`src/rtl/core/assert_macros.svh`:
```
// Assertion helpers for the timing block.
`ifndef ASSERT_MACROS_SVH
`define ASSERT_MACROS_SVH
// Property must hold at every clock edge outside reset.
`define ASSERT_AT_CLK(label, clk, rst_n, prop) \
  label: assert property (@(posedge clk) disable iff (!rst_n) (prop)) \
    else $error("assertion failed");
// Condition must never be seen at a clock edge outside reset.
`define ASSERT_NEVER_AT_CLK(label, clk, rst_n, cond) \
  label: assert property (@(posedge clk) disable iff (!rst_n) !(cond)) \
    else $error("assertion failed");
`endif

```
`src/rtl/core/jct_pkg.sv`:
```
package jct_pkg;

  localparam int unsigned PsPerUmQ24 = 55963;
  localparam logic signed [23:0] VertexNone = -24'sd999000;

  typedef enum logic [1:0] {
    CmdStartEvent = 2'd0,
    CmdVertex     = 2'd1,
    CmdConstit    = 2'd2,
    CmdUnused     = 2'd3
  } cmd_e;

  typedef struct packed {
    logic [1:0]         command;
    logic [31:0]        vertex_sum_pt2;
    logic signed [23:0] pos_x;
    logic signed [23:0] pos_y;
    logic signed [23:0] pos_z;
    logic signed [23:0] time_length;
    logic [23:0]        path_length;
    logic               is_photon;
    logic               is_unit_charge;
    logic [15:0]        trans_momentum;
    logic [19:0]        energy;
    logic               last_in_jet;
  } in_item_t;

  typedef struct packed {
    logic signed [31:0] photon_time_ps;
    logic               photon_valid;
    logic signed [31:0] charged_time_ps;
    logic               charged_valid;
  } out_item_t;

  typedef enum logic [3:0] {
    StIdle,
    StSqLoad,
    StSqrt,
    StAccum,
    StPhDivLoad,
    StPhDiv,
    StPhMul,
    StChDivLoad,
    StChDiv,
    StChMul,
    StOut
  } state_e;

endpackage

```
`src/rtl/core/jct_divider.sv`:
```
// Restoring divider: 64-bit dividend, 32-bit divisor, one quotient bit a cycle.
// Then 8 fraction bits follow from the remainder; rounding added.
module jct_divider (
  input  logic        clk_i,
  input  logic        rst_ni,
  input  logic        start_i,
  input  logic [63:0] dividend_i,
  input  logic [31:0] divisor_i,
  output logic        done_o,
  output logic [71:0] quot_q8_o
);
  import jct_pkg::*;

  logic [6:0]  cnt_q, cnt_d;
  logic        busy_q, busy_d;
  logic [71:0] num_q, num_d;
  logic [32:0] rem_q, rem_d;
  logic [31:0] div_q, div_d;
  logic [71:0] quo_q, quo_d;
  logic [32:0] trial;
  logic [33:0] diff;

  always_comb begin
    busy_d = busy_q;
    cnt_d  = cnt_q;
    num_d  = num_q;
    rem_d  = rem_q;
    div_d  = div_q;
    quo_d  = quo_q;
    trial  = {rem_q[31:0], num_q[71]};
    diff   = {1'b0, trial} - {2'b00, div_q};
    if (start_i) begin
      busy_d = 1'b1;
      cnt_d  = 7'd0;
      num_d  = {dividend_i, 8'd0};
      rem_d  = '0;
      div_d  = divisor_i;
      quo_d  = '0;
    end else if (busy_q) begin
      num_d = {num_q[70:0], 1'b0};
      if (!diff[33]) begin
        rem_d = diff[32:0];
        quo_d = {quo_q[70:0], 1'b1};
      end else begin
        rem_d = trial;
        quo_d = {quo_q[70:0], 1'b0};
      end
      cnt_d = cnt_q + 7'd1;
      if (cnt_q == 7'd71) busy_d = 1'b0;
    end
  end

  always_ff @(posedge clk_i or negedge rst_ni) begin
    if (!rst_ni) begin
      busy_q <= 1'b0;
      cnt_q  <= '0;
    end else begin
      busy_q <= busy_d;
      cnt_q  <= cnt_d;
    end
  end

  always_ff @(posedge clk_i) begin
    num_q <= num_d;
    rem_q <= rem_d;
    div_q <= div_d;
    quo_q <= quo_d;
  end

  // round to nearest: remainder*2 >= divisor
  logic done_q;
  always_ff @(posedge clk_i or negedge rst_ni) begin
    if (!rst_ni) done_q <= 1'b0;
    else         done_q <= busy_q && (cnt_q == 7'd71);
  end
  assign done_o    = done_q;
  assign quot_q8_o = quo_q + {71'd0, ({rem_q, 1'b0} >= {2'b00, div_q})};

  `include "assert_macros.svh"
  `ASSERT_AT_CLK(a_done_after_busy, clk_i, rst_ni, done_o |-> $past(busy_q))
  `ASSERT_AT_CLK(a_no_start_busy, clk_i, rst_ni, start_i |-> !busy_q)
  `ASSERT_AT_CLK(a_cnt_range, clk_i, rst_ni, busy_q |-> (cnt_q <= 7'd71))
endmodule

```
`config.mk`:
```
export PLATFORM = sky130hd
export DESIGN_NAME = jct_divider
export DESIGN_NICKNAME = d
export VERILOG_FILES = /design/src/rtl/core/jct_pkg.sv /design/src/rtl/core/jct_divider.sv
export VERILOG_INCLUDE_DIRS = /design/src /design/src/rtl/core
export SDC_FILE = /design/constraint.sdc
export NUM_CORES = 1
export LEC_CHECK = 0
export ABC_AREA = 0
export BUFFER_PORTS_ARGS = -buffer_cell sky130_fd_sc_hd__buf_2
export CORE_MARGIN = 1.5
export CORE_UTILIZATION = 30
export CTS_CLUSTER_DIAMETER = 120
export DETAILED_ROUTE_END_ITERATION = 10
export PLACE_DENSITY_LB_ADDON = 0.05
export SLEW_MARGIN = 20
export SYNTH_ARGS = -nofsm -noshare
export SYNTH_HDL_FRONTEND = slang
export SYNTH_SLANG_ARGS = --single-unit
```
`constraint.sdc`:
```
create_clock -name clk_i -period 10.42 [get_ports clk_i]
set_input_delay 0.521 -clock clk_i [delete_from_list [all_inputs] [get_ports clk_i]]
set_output_delay 0.521 -clock clk_i [all_outputs]
set_load 0.01 [all_outputs]
```
==> flow_summary.yaml, run 1 <==
worst_setup_path:
  crit_path_top_delay_cell: "sky130_fd_sc_hd__or4b_1"
  cp-start-kind: "flip-flop"
  worstPathMaxFanout: 8
  cp_data_required_time_ns: 9.90
  ff2ff_setup_slack_ns: 7.04
  path_cells: "inv_1 > ha_1 > nand2_1 > or4b_1 > or4_1 > nor4_1 > nor3_1 > o31ai_1 > ha_1 > ha_1 > nand3_1 > nor4_4 > nand4_1 > nor2_2 > nand3_1 > xnor2_1 > buf_2"
  critPathCaptureType: "output port"
  critPathTopFamily: "simple AND/OR/NAND/NOR gates"
  cpMostUsedCell: "sky130_fd_sc_hd__ha_1"
  worstPathBufferInverterCount: 2
  r2r_cells: 11
  worstSetupPathDepth: 17
  crit_arrival_ns: 5.46
  cp_slowest_stage_delay_ns: 0.66
  timing.setup.critical_path_class: "reg2out"
clocking:
  numClockSinks: 210
  clock_tree.root_cell: "sky130_fd_sc_hd__clkbuf_16"
  numCtsBuffers: 27
  tritoncts: "built"
  clock_latency_ns: 0.55
  clkSlewWorstSetupHoldPaths_ns: 0.06
  cts_buffer_depth: 3
  post-cts-setup-buffer-count: 0
  htree_num_levels: 1
floorplan:
  horiz_die_dim_microns: 199
  die-area_sq_mm: 0.0397
  floorplan.rows: 71
  effective_utilization_at_floorplan_pct: 30.6
  floorplan.die.height_microns: 199
  ios: 172
  core-area_sq_mm: 0.0378
sta:
  setup_repair_after_global_routing_missed_its_margin: "no"
  finalHoldWorstSlack_ns: 0.146
  fmax_mhz: 167
  minimum_period_implied_by_the_final_worst_setup_slack_ns: 5.98
  tns_ns: 0
  worst_clock_skew_ns: 0.0111
  drv_slew: 0
  final-hold-violation-count: 0
  worst_pin_slew_ns: 1.01
  finalSetupViolCount: 0
  worst_slew_margin_rel_pct: 32.9
  period_share_pct: 57.4
placed_design:
  cell_count_post_placement: 1750
  gp_congestion: 0.798
  dpl.hpwl_mm: 20.3
  dpl-instance-area_sq_mm: 0.0129
  port_buffers: 171
logic_synthesis:
  yosys.cell_types.count: 77
  yosys.area.top_type: "sky130_fd_sc_hd__edfxtp_1"
  yosysTopAreaCellShare_pct: 25.0
  yosys_most_used_dff: "sky130_fd_sc_hd__dfxtp_1"
  postSynthNetCount: 1250
  synth.most_common_cell: "sky130_fd_sc_hd__nor2_1"
  mappedNetlistArea_sq_mm: 0.0115
  number_of_flops_mapped_to_enable_cells_by_yosys: 96
  post_synth_most_frequent_cells: "sky130_fd_sc_hd__nor2_1, sky130_fd_sc_hd__dfxtp_1, sky130_fd_sc_hd__mux2i_1, sky130_fd_sc_hd__edfxtp_1, sky130_fd_sc_hd__nand2_1"
  postSynthCellCount: 1115
  synth.area.top_cells: "sky130_fd_sc_hd__edfxtp_1, sky130_fd_sc_hd__dfxtp_1, sky130_fd_sc_hd__mux2i_1"
  ys_seq_elements: 210
  postSynth.asyncResetShare_pct: 4.29
  post_synth.cell_area_avg_sq_um: 10.4
  seq_area_frac_synth_pct: 45.1
  synth_warnings: 0
final_layout:
  syn2layout_area_growth_pct: 18.9
  diodes: 0
  share_of_post_route_cells_with_drive_strength_above_1_pct: 24.3
  nets: 1404
  layout.cells.non_filler: 1801
  final_design_area_no_fill_sq_mm: 0.0137
grt:
  grt_start_max_net_pins: 72
  grt_pass1_vias: 8485
  overflow: 0
  globalRouteTotalUtil_pct: 14.5
  grt_antenna_before_repair: 3
  grt_first_pass_wirelength_mm: 46.2
pwr:
  total_power_mw: 1.97
  internal_power_mw: 1.52
  p_leak_nw: 6.22
  net-switching-power_mw: 0.454
  clkPwrFrac_pct: 46.3
  combinationalPowerShare_pct: 7.2
  netSwitchingFraction_pct: 23.0
  power.density_mw_per_mm2: 144
  power.sequential.fraction_pct: 46.5
  worst_ir_drop_vdd_uv: 97.3
hold_path:
  worst_hold_path_type: "in2reg"
  min_delay_path_depth: 1
detailed_routing:
  dr_total_vias: 8506
  route.detailed.wl_per_inst_microns: 16.0
  initialDrtViolationCount: 395
  routed_wirelength_mm: 28.9
  drt.antenna.violating_nets: 0
  drtPass1Iterations: 4
  detail_route.drc_violations: 0
  avgViaCountPerCell: 4.72
run_status:
  run_status: "finished clean"
run:
  maxCapViolations: 0
[placed cells by master, fill, tap and decap left out, types with 30 or more instances in the layout]
| master | n |
|---|---|
| sky130_fd_sc_hd__buf_2 | 170 |
| sky130_fd_sc_hd__dfxtp_1 | 105 |
| sky130_fd_sc_hd__edfxtp_1 | 96 |
| sky130_fd_sc_hd__ha_1 | 35 |
| sky130_fd_sc_hd__inv_1 | 48 |
| sky130_fd_sc_hd__mux2_2 | 63 |
| sky130_fd_sc_hd__mux2i_1 | 97 |
| sky130_fd_sc_hd__nand2_1 | 71 |
| sky130_fd_sc_hd__nor2_1 | 136 |
| sky130_fd_sc_hd__xnor2_1 | 68 |
| sky130_fd_sc_hd__xor2_1 | 30 |
[power groups by stage]
stage	Clock [mW]	Sequential (mW)	Combinational, mW
6_report	0.912	0.917	0.142
5_1_grt	0.985	0.921	0.160
4_1_cts	0.959	0.917	0.145
3_5_place_dp	0	0.934	0.144
3_3_place_gp	0	0.934	0.143
2_1_floorplan	0	0.929	0.0997
[state kept, by name, indices dropped and copies added, names as in the netlist]
| signal | flops |
|---|---|
| num_q | 64 |
| done_o | 1 |
| quo_q | 72 |
| cnt_q | 7 |
| busy_q | 1 |
| div_q | 32 |
| rem_q | 33 |
[cell type report]
class / instances / area [sq um]
fill: 3897 / 24000
multi-input combinational: 803 / 5910
sequential: 210 / 5210
timing repair buffer: 178 / 917
clock buffer: 35 / 736
tap: 511 / 639
inverter: 49 / 184
clock inverter: 15 / 130
[stage by stage]
stage                     setup slack (ns)  util, %
final                                 4.44     36.4
after global routing                  3.98     36.4
after CTS                             4.36     36.4
after detailed placement              4.97     34.0
after global placement                5.09     34.0
after floorplan                       5.91        -
[path summary, 6_finish.rpt]
check / from / end
max in group asynchronous: rst_ni / busy_q$_DFF_PN0_
min: divisor_i[31] / div_q[31]$_DFFE_PP_
min reg2reg: rem_q[26]$_SDFFE_PP0P_ / rem_q[26]$_SDFFE_PP0P_
max: div_q[11]$_DFFE_PP_ / quot_q8_o[66]
max reg2reg: div_q[23]$_DFFE_PP_ / rem_q[10]$_SDFFE_PP0P_
min in group asynchronous: rst_ni / cnt_q[3]$_DFFE_PN0P_
[logic make-up (layout without fill, tap and decap cells)]
logic type	count (synthesis)	count (layout)	synth area share (%)
AND/OR/NAND/NOR	345	345	15.1
flip-flops	210	210	45.1
AO/OA/AOI/OAI	163	163	9.99
multiplexers	160	160	14.6
buffers and inverters	102	277	3.67
XOR/XNOR	99	99	7.58
adder cells (fa/ha/maj)	36	36	3.97
[metal layers]
metal	vias up	routed length, microns	GRT usage (%)
met5	-	38	0
met2	135	13200	23.6
met1	4005	13700	19.5
met3	39	1440	2.89
met4	6	490	3.90
li1	4321	-	-
[repair_timing]
| action | CTS | global route |
|---|---|---|
| gates resized for setup | 0 | 0 |
| hold endpoints to repair | 9 | 0 |
| hold buffers | 1 | 0 |
No activity file was read; power rests on OpenSTA's default activity.
==> run 2, diff against run 1 <==
==> constraint.sdc (replaced) <==
create_clock -name clk_i -period 6.3 [get_ports clk_i]
set_input_delay 0.315 -clock clk_i [delete_from_list [all_inputs] [get_ports clk_i]]
set_output_delay 0.315 -clock clk_i [all_outputs]
set_load 0.01 [all_outputs]
==> flow_summary.yaml, run 2 (synthesis results as in run 1) <==
final_layout:
  multi_input_logic_area_sq_mm: 0.00591
  largestRegisters: "quo_q (72), num_q (64), rem_q (33)"
  max_flop_register: "quo_q"
  most-common-layout-cells: "sky130_fd_sc_hd__buf_2, sky130_fd_sc_hd__nor2_1, sky130_fd_sc_hd__dfxtp_1, sky130_fd_sc_hd__mux2i_1, sky130_fd_sc_hd__edfxtp_1"
  share_of_post_route_cells_with_drive_strength_above_1_pct: 23.8
  layout_commonest_cell: "sky130_fd_sc_hd__buf_2"
  final.fill_count: 3905
  nets: 1436
  combined_flip_flop_and_latch_cell_area_sq_mm: 0.00521
  finish.utilization_pct: 37.3
  largest_register_ffs: 72
  layout.cells.non_filler: 1833
  syn2layout_area_growth_pct: 21.9
detailed_routing:
  avgViaCountPerCell: 4.70
  routedLengthMet1_mm: 13.9
  routed-wl-met2_mm: 13.2
  dr_wl_met3_mm: 1.11
  route.detailed.wl_per_inst_microns: 15.7
  drtPass1Iterations: 5
  maxUsedRoutingLayer: "met4"
  routed_wirelength_mm: 28.9
  drt.antenna.violating_nets: 0
  initialDrtViolationCount: 369
  detail_route.drc_violations: 0
  dr_total_vias: 8614
sta:
  period_share_pct: 90.6
  worst_clock_skew_ns: 0.00895
  finalSetupViolCount: 0
  drv_slew: 0
  tns_ns: 0
  fmax_mhz: 175
  minimum_period_implied_by_the_final_worst_setup_slack_ns: 5.71
  final-hold-violation-count: 0
  worst_pin_slew_ns: 1.05
  worst_slew_margin_rel_pct: 29.8
  timing.final.ws_setup_ns: 0.593
  finalHoldWorstSlack_ns: 0.0598
  setup_repair_after_global_routing_missed_its_margin: "no"
run:
  maxCapViolations: 0
pwr:
  worst_ir_drop_vdd_uv: 169
  p_leak_nw: 6.37
  power.density_mw_per_mm2: 235
floorplan:
  die-area_sq_mm: 0.0397
  floorplan.die.height_microns: 199
  core-area_sq_mm: 0.0378
  floorplan.rows: 71
  effective_utilization_at_floorplan_pct: 30.6
  horiz_die_dim_microns: 199
  ios: 172
placed_design:
  port_buffers: 171
  cell_count_post_placement: 1751
  place_ws_ns: 1.10
  gp_congestion: 0.805
  dpl.hpwl_mm: 20.2
grt:
  grt_start_max_net_pins: 76
  globalRouteTotalUtil_pct: 14.5
  grt_pass1_vias: 8522
  overflow: 0
  grt_antenna_before_repair: 1
  grt_first_pass_wirelength_mm: 46.5
worst_setup_path:
  crit_arrival_ns: 5.39
  cp_data_required_time_ns: 5.98
  reg_to_reg_critical_path_endpoint: "rem_q[10]$_SDFFE_PP0P_"
  r2r_cells: 11
  ff2ff_setup_slack_ns: 2.93
  cp-start-kind: "flip-flop"
  worst_r2r_startpoint: "div_q[23]$_DFFE_PP_"
  timing.setup.critical_path_class: "reg2out"
  worstPathMaxFanout: 9
  critPathCaptureType: "output port"
clocking:
  clock_tree.root_cell: "sky130_fd_sc_hd__clkbuf_16"
  numCtsBuffers: 26
  clock_latency_ns: 0.54
  htree_num_levels: 1
  tritoncts: "built"
  cts_buffer_depth: 3
  clkSlewWorstSetupHoldPaths_ns: 0.06
  numClockSinks: 210
  post-cts-setup-buffer-count: 0
hold_path:
  hold-path-endpoint: "num_q[8]$_SDFFCE_PN0P_"
  start_point_of_the_worst_min_delay_path: "dividend_i[0]"
  worst_hold_path_type: "in2reg"
  min_delay_path_depth: 2
run_status:
  run_status: "finished clean"
-- run 2: cell types whose count changed in the layout (fill, tap and decap cells not counted), sizes merged --
cell,delta
inv,-2
diode,+1
clkbuf,+5
buf,+1
bufinv,+1
clkinv,-4
dlygate4sd3,+32
clkinvlp,-2
-- run 2: cell type report --
cell class                 instances  share of cell area, %
inverter                          49                   1.31
antenna                            1                 0.0178
timing repair buffer             211                   8.85
multi-input combinational        803                   42.0
sequential                       210                   37.0
clock buffer                      40                   5.43
tap                              511                   4.54
clock inverter                     8                  0.818
-- run 2: report_power, final --
group / internal [mW] / switching, mW / total [mW] / leakage, nW
Combinational: 0.123 / 0.127 / 0.250 / 3.98
Clock: 0.953 / 0.592 / 1.54 / 0.434
Sequential: 1.50 / 0.0200 / 1.52 / 1.96
Total: 2.57 / 0.738 / 3.31 / 6.37
-- run 2: worst max-delay path: stages (launching register included) --
cell and delay (ns):
sky130_fd_sc_hd__edfxtp_1 0.31, sky130_fd_sc_hd__inv_1 0.04, sky130_fd_sc_hd__ha_1 0.40, sky130_fd_sc_hd__nand2_1 0.14, sky130_fd_sc_hd__or4b_1 0.65, sky130_fd_sc_hd__or4_1 0.54, sky130_fd_sc_hd__nor4_1 0.19, sky130_fd_sc_hd__nor3_1 0.09
sky130_fd_sc_hd__o31ai_1 0.13, sky130_fd_sc_hd__ha_1 0.29, sky130_fd_sc_hd__nand4_1 0.18, sky130_fd_sc_hd__nor4_4 0.53, sky130_fd_sc_hd__and2_4 0.25, sky130_fd_sc_hd__and3_4 0.20, sky130_fd_sc_hd__and2b_1 0.47, sky130_fd_sc_hd__nand3_2 0.15
sky130_fd_sc_hd__xnor2_1 0.15, sky130_fd_sc_hd__buf_2 0.14
-- run 2: how the worst max path moves through the flow --
stage,startpoint,end,slack [ns]
5_1_grt,div_q[11]$_DFFE_PP_,quot_q8_o[57],0.05
4_1_cts,div_q[11]$_DFFE_PP_,quot_q8_o[57],0.50
6_report,div_q[11]$_DFFE_PP_,quot_q8_o[69],0.59
2_1_floorplan,div_q[11]$_DFFE_PP_,quot_q8_o[66],1.99
3_3_place_gp,div_q[11]$_DFFE_PP_,quot_q8_o[67],1.19
3_5_place_dp,div_q[11]$_DFFE_PP_,quot_q8_o[69],1.10
-- run 2: repair_timing --
item,CTS,global route
gates resized for setup,0,0
hold buffers,33,0
endpoints found under the hold margin,41,0
-- run 2: metal layers --
metal,up-vias,track usage [%]
met4,0,3.59
met2,131,23.4
met5,-,0
li1,4380,-
met1,4064,19.8
met3,39,2.67
-- run 2: per-stage QoR --
stage,cell area (sq um),power (mW)
floorplan,11500,1.70
global route,14100,3.46
global placement,12900,1.78
CTS,14100,3.38
finish,14100,3.31
detailed placement,12900,1.78
